### src/rtl/hst_pkg.sv
// ----------------------------------------------------------------------------
// hst_pkg
// operation codes, status codes and shared types of the handle slot table
// ----------------------------------------------------------------------------
package hst_pkg;

    localparam int FUNC_W  = 3;
    localparam int STAT_W  = 3;
    localparam int WORD_W  = 32;
    localparam int LOCK_W  = 16;
    localparam int HOUT_W  = 31;
    localparam int TDATA_W = 72;

    localparam logic [WORD_W-1:0] HANDLE_TAG = 32'h8000_0000;
    localparam logic [LOCK_W-1:0] LOCK_MAX   = 16'hFFFF;

    localparam logic [FUNC_W-1:0] FN_ALLOC    = 3'd0;
    localparam logic [FUNC_W-1:0] FN_FREE     = 3'd1;
    localparam logic [FUNC_W-1:0] FN_GET      = 3'd2;
    localparam logic [FUNC_W-1:0] FN_SET      = 3'd3;
    localparam logic [FUNC_W-1:0] FN_LOCK     = 3'd4;
    localparam logic [FUNC_W-1:0] FN_UNLOCK   = 3'd5;
    localparam logic [FUNC_W-1:0] FN_ISLOCKED = 3'd6;
    localparam logic [FUNC_W-1:0] FN_NONE     = 3'd7;

    localparam logic [STAT_W-1:0] STAT_OK         = 3'd0;
    localparam logic [STAT_W-1:0] STAT_NOT_HANDLE = 3'd1;
    localparam logic [STAT_W-1:0] STAT_FULL       = 3'd2;
    localparam logic [STAT_W-1:0] STAT_LOCKED     = 3'd3;
    localparam logic [STAT_W-1:0] STAT_NOT_LOCKED = 3'd4;
    localparam logic [STAT_W-1:0] STAT_ZERO_SIZE  = 3'd5;
    localparam logic [STAT_W-1:0] STAT_LOCK_OVF   = 3'd6;
    localparam logic [STAT_W-1:0] STAT_UNUSED     = 3'd7;

    // one slot entry as held in the table memory
    typedef struct packed {
        logic              in_use;
        logic [LOCK_W-1:0] lock;
        logic [WORD_W-1:0] word;   // logical size, or next free slot
    } t_entry;

    // bookkeeping actions of one operation
    typedef struct packed {
        logic wr;     // write entry back
        logic pop;    // take head of free list
        logic grow;   // take a never-used slot
        logic push;   // put slot on free list
    } t_act;

    typedef struct packed {
        logic [STAT_W-1:0] status;
        logic [WORD_W-1:0] size_out;
        logic              is_locked;
    } t_res;

endpackage

### src/rtl/hst_exec.sv
// ----------------------------------------------------------------------------
// hst_exec
// modify step of one operation on the entry read from the slot memory
// ----------------------------------------------------------------------------
module hst_exec
    import hst_pkg::*;
(
    input  logic [FUNC_W-1:0] i_func,
    input  logic [WORD_W-1:0] i_size,
    input  logic              i_hok,        // handle decodes to a slot in range
    input  logic              i_full,       // alloc finds no slot
    input  logic              i_from_list,  // alloc takes the free list head
    input  logic [WORD_W-1:0] i_link,       // current free list head
    input  t_entry            i_entry,
    output t_entry            o_entry,
    output t_act              o_act,
    output t_res              o_res
);

    always_comb begin
        o_res   = '0;
        o_act   = '0;
        o_entry = i_entry;
        unique case (i_func)
            FN_ALLOC: begin
                if (i_full) begin
                    o_res.status = STAT_FULL;
                end else begin
                    o_act.wr        = 1'b1;
                    o_act.pop       = i_from_list;
                    o_act.grow      = !i_from_list;
                    o_entry.in_use  = 1'b1;
                    o_entry.lock    = '0;
                    o_entry.word    = i_size;
                end
            end
            FN_NONE: begin
                o_res.status = STAT_OK;
            end
            default: begin
                if (!(i_hok && i_entry.in_use)) begin
                    o_res.status = STAT_NOT_HANDLE;
                end else begin
                    unique case (i_func)
                        FN_FREE: begin
                            o_act.wr       = 1'b1;
                            o_act.push     = 1'b1;
                            o_entry.in_use = 1'b0;
                            o_entry.lock   = '0;
                            o_entry.word   = i_link;
                        end
                        FN_GET: begin
                            o_res.size_out  = i_entry.word;
                            o_res.is_locked = (i_entry.lock != '0);
                        end
                        FN_SET: begin
                            if (i_entry.lock != '0) begin
                                o_res.status = STAT_LOCKED;
                            end else begin
                                o_act.wr     = 1'b1;
                                o_entry.word = i_size;
                            end
                            o_res.is_locked = (i_entry.lock != '0);
                        end
                        FN_LOCK: begin
                            if (i_entry.word == '0) begin
                                o_res.status = STAT_ZERO_SIZE;
                            end else if (i_entry.lock == LOCK_MAX) begin
                                o_res.status = STAT_LOCK_OVF;
                            end else begin
                                o_act.wr     = 1'b1;
                                o_entry.lock = i_entry.lock + 1'b1;
                            end
                            o_res.is_locked = (o_entry.lock != '0);
                        end
                        FN_UNLOCK: begin
                            if (i_entry.word == '0) begin
                                o_res.status = STAT_ZERO_SIZE;
                            end else if (i_entry.lock == '0) begin
                                o_res.status = STAT_NOT_LOCKED;
                            end else begin
                                o_act.wr     = 1'b1;
                                o_entry.lock = i_entry.lock - 1'b1;
                            end
                            o_res.is_locked = (o_entry.lock != '0);
                        end
                        default: begin
                            o_res.is_locked = (i_entry.lock != '0);
                        end
                    endcase
                end
            end
        endcase
    end

endmodule

### config.mk
export PLATFORM = sky130hd
export DESIGN_NAME = hst_exec
export DESIGN_NICKNAME = d
export VERILOG_FILES = /design/src/rtl/hst_pkg.sv /design/src/rtl/hst_exec.sv
export SDC_FILE = /design/constraint.sdc
export NUM_CORES = 1
export LEC_CHECK = 0
export BUFFER_PORTS_ARGS = -buffer_cell sky130_fd_sc_hd__buf_4
export CAP_MARGIN = 10
export CORE_MARGIN = 3
export CORE_UTILIZATION = 46
export DETAILED_ROUTE_END_ITERATION = 7
export GPL_ROUTABILITY_DRIVEN = 1
export PLACE_DENSITY = 0.95
export RECOVER_POWER = 25
export SLEW_MARGIN = 20
export SYNTH_ARGS = -nofsm -noshare
export SYNTH_HDL_FRONTEND = slang
export SYNTH_SLANG_ARGS = --single-unit
### constraint.sdc
create_clock -name vclk -period 8
set_clock_uncertainty 0.15 [all_clocks]
set_input_delay 1.6 -clock vclk [all_inputs]
set_output_delay 1.6 -clock vclk [all_outputs]
set_load 0.01 [all_outputs]
==> results.txt, run 1 <==
----------------------------------------------------
[Synth]
  Cell accounting for the most synthesized area ... sky130_fd_sc_hd__a222oi_1
  Synthesized instance count ... 451
  Area of the mapped netlist ... between 2000 and 3000 sq um
  Net count after synthesis ... about 570
  Ys Warns ... 0
  Yosys top cell area share ... 0.118
  Most instantiated library cell after synthesis ... sky130_fd_sc_hd__nand2_1
  Per-instance average area after synthesis ... 6.00 sq um
  Netlist cell types ... 68
  Post-synth top cells ... 46 x sky130_fd_sc_hd__nand2_1, 43 x sky130_fd_sc_hd__nor2_1, 38 x sky130_fd_sc_hd__and2_1, 37 x sky130_fd_sc_hd__inv_1, 32 x sky130_fd_sc_hd__a222oi_1
  Sequential element share of the synthesized area ... 0
  Dominant cells by area after synthesis ... sky130_fd_sc_hd__a222oi_1 12%, sky130_fd_sc_hd__and2_1 8.8%, sky130_fd_sc_hd__nand2_1 6.4%, sky130_fd_sc_hd__nor2_1 6.0%, sky130_fd_sc_hd__o21ai_0 5.4%

[Placement]
  Estimated wirelength of the detail-placed design ... approximately 12000 um
  Routability Congestion ... 1.02
  PortBufs ... 208
  Placed cells ... 690

[Cells and area]
  Total number of sequential cells ... 0
  # nets final ... between 700 and 800
  Count of non-filler cells in the finished layout ... 690
  Area taken by flip-flops and latches ... 0 sq um
  Count of filler cells inserted in the layout ... 464
  N_diodes ... 0
  Clock buffer instance count of the final layout ... 0
  Syn-to-layout area delta ... 54.6%
  Share of layout cells above drive strength 1 ... 0.364

[Floorplanning]
  Number of placed I/O pins ... 208
  X dimension of the die ... 82.7 um
  Die height ... 82.7 um
  Area of the die ... 6840 sq um
  Effective utilization at floorplan ... 0.483
  Cell row count ... 27
  Core Box Area ... 5610 sq um

[STA]
  Worst rel slew slack ... -0.177
  Final hold slack ... 3.30 ns
  Hold violation total from the final report ... 0
  Unrepaired setup endpoints after global routing ... false
  Period utilization ... 0.830
  Slew at the pin closest to its max-slew limit ... roughly 1.8 ns
  Max Freq ... about 150 MHz
  Final-layout setup total negative slack ... 0 ns
  Crit path time final ... ~6.6 ns
  Final number of setup-violating endpoints ... 0
  Final Max Tran Viols ... 34

[Global route]
  Total GRT Usage ... 0.393
  GRT Residual Overflow ... 0
  Global-route wire length before repair ... 20900 um
  Via count of the first global-routing pass ... 3948
  Antenna violations before repair ... 0
  Largest net degree at the start of global routing ... 34

[Worst setup path]
  Maximum net fanout on the critical path ... 33
  Worst Path Required ... 6.25 ns
  Type of destination of the critical path ... output pin
  Launch point of the worst path ... i_func[0]
  CP top delay family ... simple AND/OR/NAND/NOR gates
  Largest stage delay on the critical path ... 1.37 ns
  CP arrival ... 4.89 ns
  Kind of start point of the critical path ... input port
  Critical path buffer and inverter count ... 3
  Critical path start-end classification ... in -> out
  Critical Path Slowest Stage Cell ... sky130_fd_sc_hd__and2_0
  Sequence of cells on the critical path ... clkbuf_1, nor2b_1, and2_0, a222oi_1, inv_1, buf_4

[Min path]
  Path class of the lowest-slack min-delay path ... in -> out
  Min-delay src ... i_from_list
  End point of the worst hold path ... o_act[1]
  Hold path cells ... 3

[Pwr]
  Static leakage ... roughly 2.0 nW
  Worst supply voltage drop on vdd ... between 0.00003 and 0.00004 V
  Power Dens Cells ... 48.2 nW/um^2

[Route]
  ANT nets after route ... 0
  Final wirelength ... 14900 um
  Routed length per placed instance ... 21.6 um
  Drt first-iter violations ... 903
  Pre-Repair DR Iteration Count ... 8
  DRC violation count after routing ... 24
  Total vias in the final route ... 4613
  Via density per instance ... 6.69

[Clock tree]
  Setup bufs post-CTS ... 0
  Count of hold buffers inserted by post-cts repair ... 0
  Count of instances resized after the clock tree is built ... 0

[Status]
  Failing checks ... DRC, capacitance limit, slew limit
  Run status ... finished, violations left

[Job]
  Count of maximum capacitance violations ... 1

----------------------------------------------------
-- worst max-delay path by stage --
stage                  endpoint  slack, ns  cells after the start
floorplan           o_entry[35]       2.78                     11
global placement       o_res[0]       1.84                     10
detailed placement     o_res[0]       1.78                     10
CTS                    o_res[0]       1.76                     10
global route        o_entry[12]       1.33                      6
finish              o_entry[12]       1.36                      6
-- cell families (layout without fill, tap and decap cells) --
group                      after synthesis  after routing  share of synthesized area
AOI/OAI and AO/OA                      131            131                      0.358
xor gates and xnor gates                 9              9                     0.0291
adders and majority gates                2              2                    0.00924
buffers and inverters                   81            248                      0.125
muxes                                   11             11                     0.0430
and+or+nand+nor                        217            217                      0.435
-- report_power, final --
part | total, W | leakage [nW] | internal [W] | switching, W
clock | 0 | 0 | 0 | 0
combinational | 0.000202 | 1.95 | 0.0000965 | 0.000105
sequential | 0 | 0 | 0 | 0
total | 0.000202 | 1.95 | 0.0000965 | 0.000105
-- metal layers --
metal,wire [um],share of wire,up-vias,GRT usage
met2,6490,0.44,439,0.565
met4,625,0.042,0,0.152
met3,2330,0.16,53,0.103
met5,0,0,-,0
met1,5440,0.37,2088,0.551
li1,-,-,2033,-
-- placed cells by master (no fill, tap or decap), types with 4 or more instances in the layout --
cell and count:
sky130_fd_sc_hd__nand4_1 11, sky130_fd_sc_hd__inv_1 37, sky130_fd_sc_hd__o22ai_1 6, sky130_fd_sc_hd__o21ai_0 29, sky130_fd_sc_hd__and2_0 18, sky130_fd_sc_hd__xor2_1 4, sky130_fd_sc_hd__nor3_1 14, sky130_fd_sc_hd__nor4_1 18
sky130_fd_sc_hd__nor2_1 43, sky130_fd_sc_hd__nand3_1 10, sky130_fd_sc_hd__or3_1 6, sky130_fd_sc_hd__a222oi_1 32, sky130_fd_sc_hd__buf_4 208, sky130_fd_sc_hd__nand2_1 46, sky130_fd_sc_hd__and4_1 4, sky130_fd_sc_hd__and2_1 20
sky130_fd_sc_hd__xnor2_1 5, sky130_fd_sc_hd__mux2i_1 9, sky130_fd_sc_hd__o32a_1 4, sky130_fd_sc_hd__nand2b_1 6, sky130_fd_sc_hd__a21oi_1 24
-- per-stage QoR --
stage	total power, W	cell area, sq um	util	setup WS (ns)
after global routing	0.000214	4180	0.746	1.33
after floorplan	0.0000901	2710	-	2.78
after CTS	0.000197	4200	0.749	1.76
after detailed placement	0.000196	4200	0.749	1.78
after global placement	0.000194	4200	0.749	1.84
final	0.000202	4180	0.746	1.36
-- tightest hold or removal path: stages --
cell and delay (ns):
sky130_fd_sc_hd__buf_4 0.09, sky130_fd_sc_hd__nor2_1 0.04, sky130_fd_sc_hd__buf_4 0.13
-- cell type report --
cell class                 instances  area (sq um)  share of cell area
tap                               72          90.1              0.0215
inverter                          37           139              0.0332
multi-input combinational        370          2380               0.569
timing repair buffer             211          1570               0.376
No activity file was read; power rests on OpenSTA's default activity.
==> run 2, diff against run 1 <==
--- a/config.mk
+++ b/config.mk
@@ -5,13 +5,14 @@
 export SDC_FILE = /design/constraint.sdc
 export NUM_CORES = 1
 export LEC_CHECK = 0
+export ABC_AREA = 1
 export BUFFER_PORTS_ARGS = -buffer_cell sky130_fd_sc_hd__buf_4
 export CAP_MARGIN = 10
 export CORE_MARGIN = 3
-export CORE_UTILIZATION = 46
+export CORE_UTILIZATION = 44
 export DETAILED_ROUTE_END_ITERATION = 7
 export GPL_ROUTABILITY_DRIVEN = 1
-export PLACE_DENSITY = 0.95
+export PLACE_DENSITY = 0.91
 export RECOVER_POWER = 25
 export SLEW_MARGIN = 20
 export SYNTH_ARGS = -nofsm -noshare
==> constraint.sdc (replaced) <==
create_clock -name vclk -period 6
set_clock_uncertainty 0.15 [all_clocks]
set_input_delay 1.2 -clock vclk [all_inputs]
set_output_delay 1.2 -clock vclk [all_outputs]
set_load 0.01 [all_outputs]
==> run 2 against run 1 <==
The run ends with capacitance limit, slew limit left. Design area increased by 29%. Worst setup slack got worse by 0.38 ns. Hold slack got worse by 0.79 ns. Largest cell class unchanged.
==> results.txt, run 2 <==
----------------------------------------------------
[Status]
  Run status ... finished, violations left
  Failing checks ... capacitance limit, slew limit

[Min path]
  Hold path cells ... 3 (unchanged)
  Path class of the lowest-slack min-delay path ... in -> out

[Floorplanning]
  X dimension of the die ... 102 um (+23%)
  Die height ... 102 um (+23%)
  Number of placed I/O pins ... 208 (unchanged)
  Area of the die ... 10400 sq um (+51%)
  Core Box Area ... 8810 sq um (+57%)
  Effective utilization at floorplan ... 0.458 (-0.0247)
  Cell row count ... 34 (+26%)

[Cells and area]
  Total number of sequential cells ... 0 (unchanged)
  N_diodes ... 0 (unchanged)
  Share of layout cells above drive strength 1 ... 0.244 (-0.120)
  Most common cell after layout, fill and taps aside ... sky130_fd_sc_hd__nand2_1
  Syn-to-layout area delta ... 33.7%
  Most frequent cells in the layout ... 291 x sky130_fd_sc_hd__nand2_1, 196 x sky130_fd_sc_hd__buf_4, 100 x sky130_fd_sc_hd__inv_1
  # nets final ... 1122 (+51%)
  Area taken by flip-flops and latches ... 0 sq um (unchanged)
  Count of filler cells inserted in the layout ... 941 (+100%)
  Clock buffer instance count of the final layout ... 0 (unchanged)

[Route]
  Total vias in the final route ... 6291 (+36%)
  Final wirelength ... 17900 um (+20%)
  ANT nets after route ... 0 (unchanged)
  Pre-Repair DR Iteration Count ... 6 (-2)
  Drt first-iter violations ... 577 (-36%)
  Via density per instance ... 5.68 (-15%)
  DRC violation count after routing ... 0 (-100%)
  Routed length per placed instance ... 16.2 um (-25%)

[Global route]
  Largest net degree at the start of global routing ... 47 (+38%)
  Via count of the first global-routing pass ... 5431 (+38%)
  Total GRT Usage ... 0.323 (-0.0698)
  Global-route wire length before repair ... 27400 um (+31%)
  GRT Residual Overflow ... 0 (unchanged)
  Antenna violations before repair ... 0 (unchanged)

[Synth]
  Dominant cells by area after synthesis ... sky130_fd_sc_hd__nand2_1 27%, sky130_fd_sc_hd__inv_1 9.3%, sky130_fd_sc_hd__nor2_1 8.0%, sky130_fd_sc_hd__o21ai_1 7.4%, sky130_fd_sc_hd__o221ai_1 7.0%
  Netlist cell types ... 35 (-49%)
  Per-instance average area after synthesis ... 4.84 sq um (-19%)
  Post-synth top cells ... 291 x sky130_fd_sc_hd__nand2_1, 100 x sky130_fd_sc_hd__inv_1, 86 x sky130_fd_sc_hd__nor2_1, 60 x sky130_fd_sc_hd__o21ai_1, 45 x sky130_fd_sc_hd__nand3_1
  Synthesized instance count ... 834 (+85%)
  Net count after synthesis ... 955 (+67%)
  Ys Warns ... 0 (unchanged)
  Sequential element share of the synthesized area ... 0 (unchanged)
  Yosys top cell area share ... 0.271 (+0.153)
  Cell accounting for the most synthesized area ... sky130_fd_sc_hd__nand2_1
  Most instantiated library cell after synthesis ... sky130_fd_sc_hd__nand2_1
  Area of the mapped netlist ... 4030 sq um (+49%)

[Job]
  Count of maximum capacitance violations ... 2 (+1)

[Worst setup path]
  Type of destination of the critical path ... output pin
  Worst Path Required ... 4.65 ns (-1.60 ns)
  Largest stage delay on the critical path ... 0.58 ns (-0.79 ns)
  Critical Path Slowest Stage Cell ... sky130_fd_sc_hd__nand3_2
  CP arrival ... 3.68 ns (-1.21 ns)
  Kind of start point of the critical path ... input port
  Most frequent cell on the critical path ... sky130_fd_sc_hd__nand2_1
  WP depth ... 14 (+8)
  Critical path start-end classification ... in -> out
  Critical path buffer and inverter count ... 4 (+1)
  Maximum net fanout on the critical path ... 33 (unchanged)
  Sequence of cells on the critical path ... buf_4, inv_1, ha_1, nand2_4, inv_2, nand2_1, nor2_2, nand3_2, o21ai_0, nand2_1, o21ai_0, nand2_1, o221ai_1, buf_4
  CP top delay family ... simple AND/OR/NAND/NOR gates

[STA]
  Hold violation total from the final report ... 0 (unchanged)
  Worst rel slew slack ... -0.208 (-0.0309)
  Final Max Tran Viols ... 70 (+110%)
  Unrepaired setup endpoints after global routing ... false
  Max Freq ... 199 MHz
  Period utilization ... 0.838
  Final number of setup-violating endpoints ... 0 (unchanged)
  Crit path time final ... approximately 5 ns
  Slew at the pin closest to its max-slew limit ... 1.81 ns (+0.0474 ns)
  Final-layout setup total negative slack ... 0 ns (unchanged)

[Clock tree]
  Count of instances resized after the clock tree is built ... 0 (unchanged)
  Count of hold buffers inserted by post-cts repair ... 0 (unchanged)
  Setup bufs post-CTS ... 0 (unchanged)

[Pwr]
  Worst supply voltage drop on vdd ... 0.0000378 V (+15%)
  Overall power consumption ... 0.000362 W (+80%)
  Power Dens Cells ... 67.2 nW/um^2 (+39%)
  Static leakage ... 2.83 nW (+45%)

[Placement]
  Routability Congestion ... 0.964 (-5.2%)
  PortBufs ... 208 (unchanged)
  Estimated wirelength of the detail-placed design ... 13600 um (+16%)

----------------------------------------------------
-- run 2: layer usage --
metal  track usage  share of wire  up-vias
met3        0.0489           0.12       67
met2         0.509           0.44      423
met5             0              0        -
met4         0.111          0.041        0
met1         0.446           0.39     2757
li1              -              -     3044
-- run 2: final cells by class --
class                      count  area (sq um)  share of cell area
tap                          108           135              0.0251
multi-input combinational    672          3290               0.610
inverter                     109           412              0.0764
timing repair buffer         218          1550               0.288
-- run 2: kinds of logic after synthesis --
kind of cell	after synthesis	share of synthesized area
buffers and inverters	162	0.187
AOI/OAI and AO/OA	164	0.242
xor gates and xnor gates	7	0.0152
adders and majority gates	2	0.00620
and+or+nand+nor	499	0.549
-- run 2: final timing paths --
kind        start          to  slack, ns
max   i_entry[33]  o_entry[8]       0.97
min   i_from_list    o_act[1]       2.52
-- run 2: worst min-delay path, cell delays in order --
cell                     delay [ns]
sky130_fd_sc_hd__buf_4         0.09
sky130_fd_sc_hd__nor2_1        0.04
sky130_fd_sc_hd__buf_4         0.13
-- run 2: per-stage QoR --
step / util / worst slack, ns / hold slack (ns) / std cells / cell area, sq um
after floorplan: - / 2.00 / 2.30 / 834 / 4030
after global placement: 0.621 / 1.09 / 2.51 / 1107 / 5470
after detailed placement: 0.621 / 1.02 / 2.51 / 1107 / 5470
after CTS: 0.621 / 1.02 / 2.52 / 1107 / 5470
after global routing: 0.612 / 0.708 / 2.52 / 1107 / 5390
final: 0.612 / 0.974 / 2.52 / 1107 / 5390
-- run 2: power breakdown --
part	total, W	internal [W]	switching (W)
clock	0	0	0
sequential	0	0	0
combinational	0.000362	0.000157	0.000205
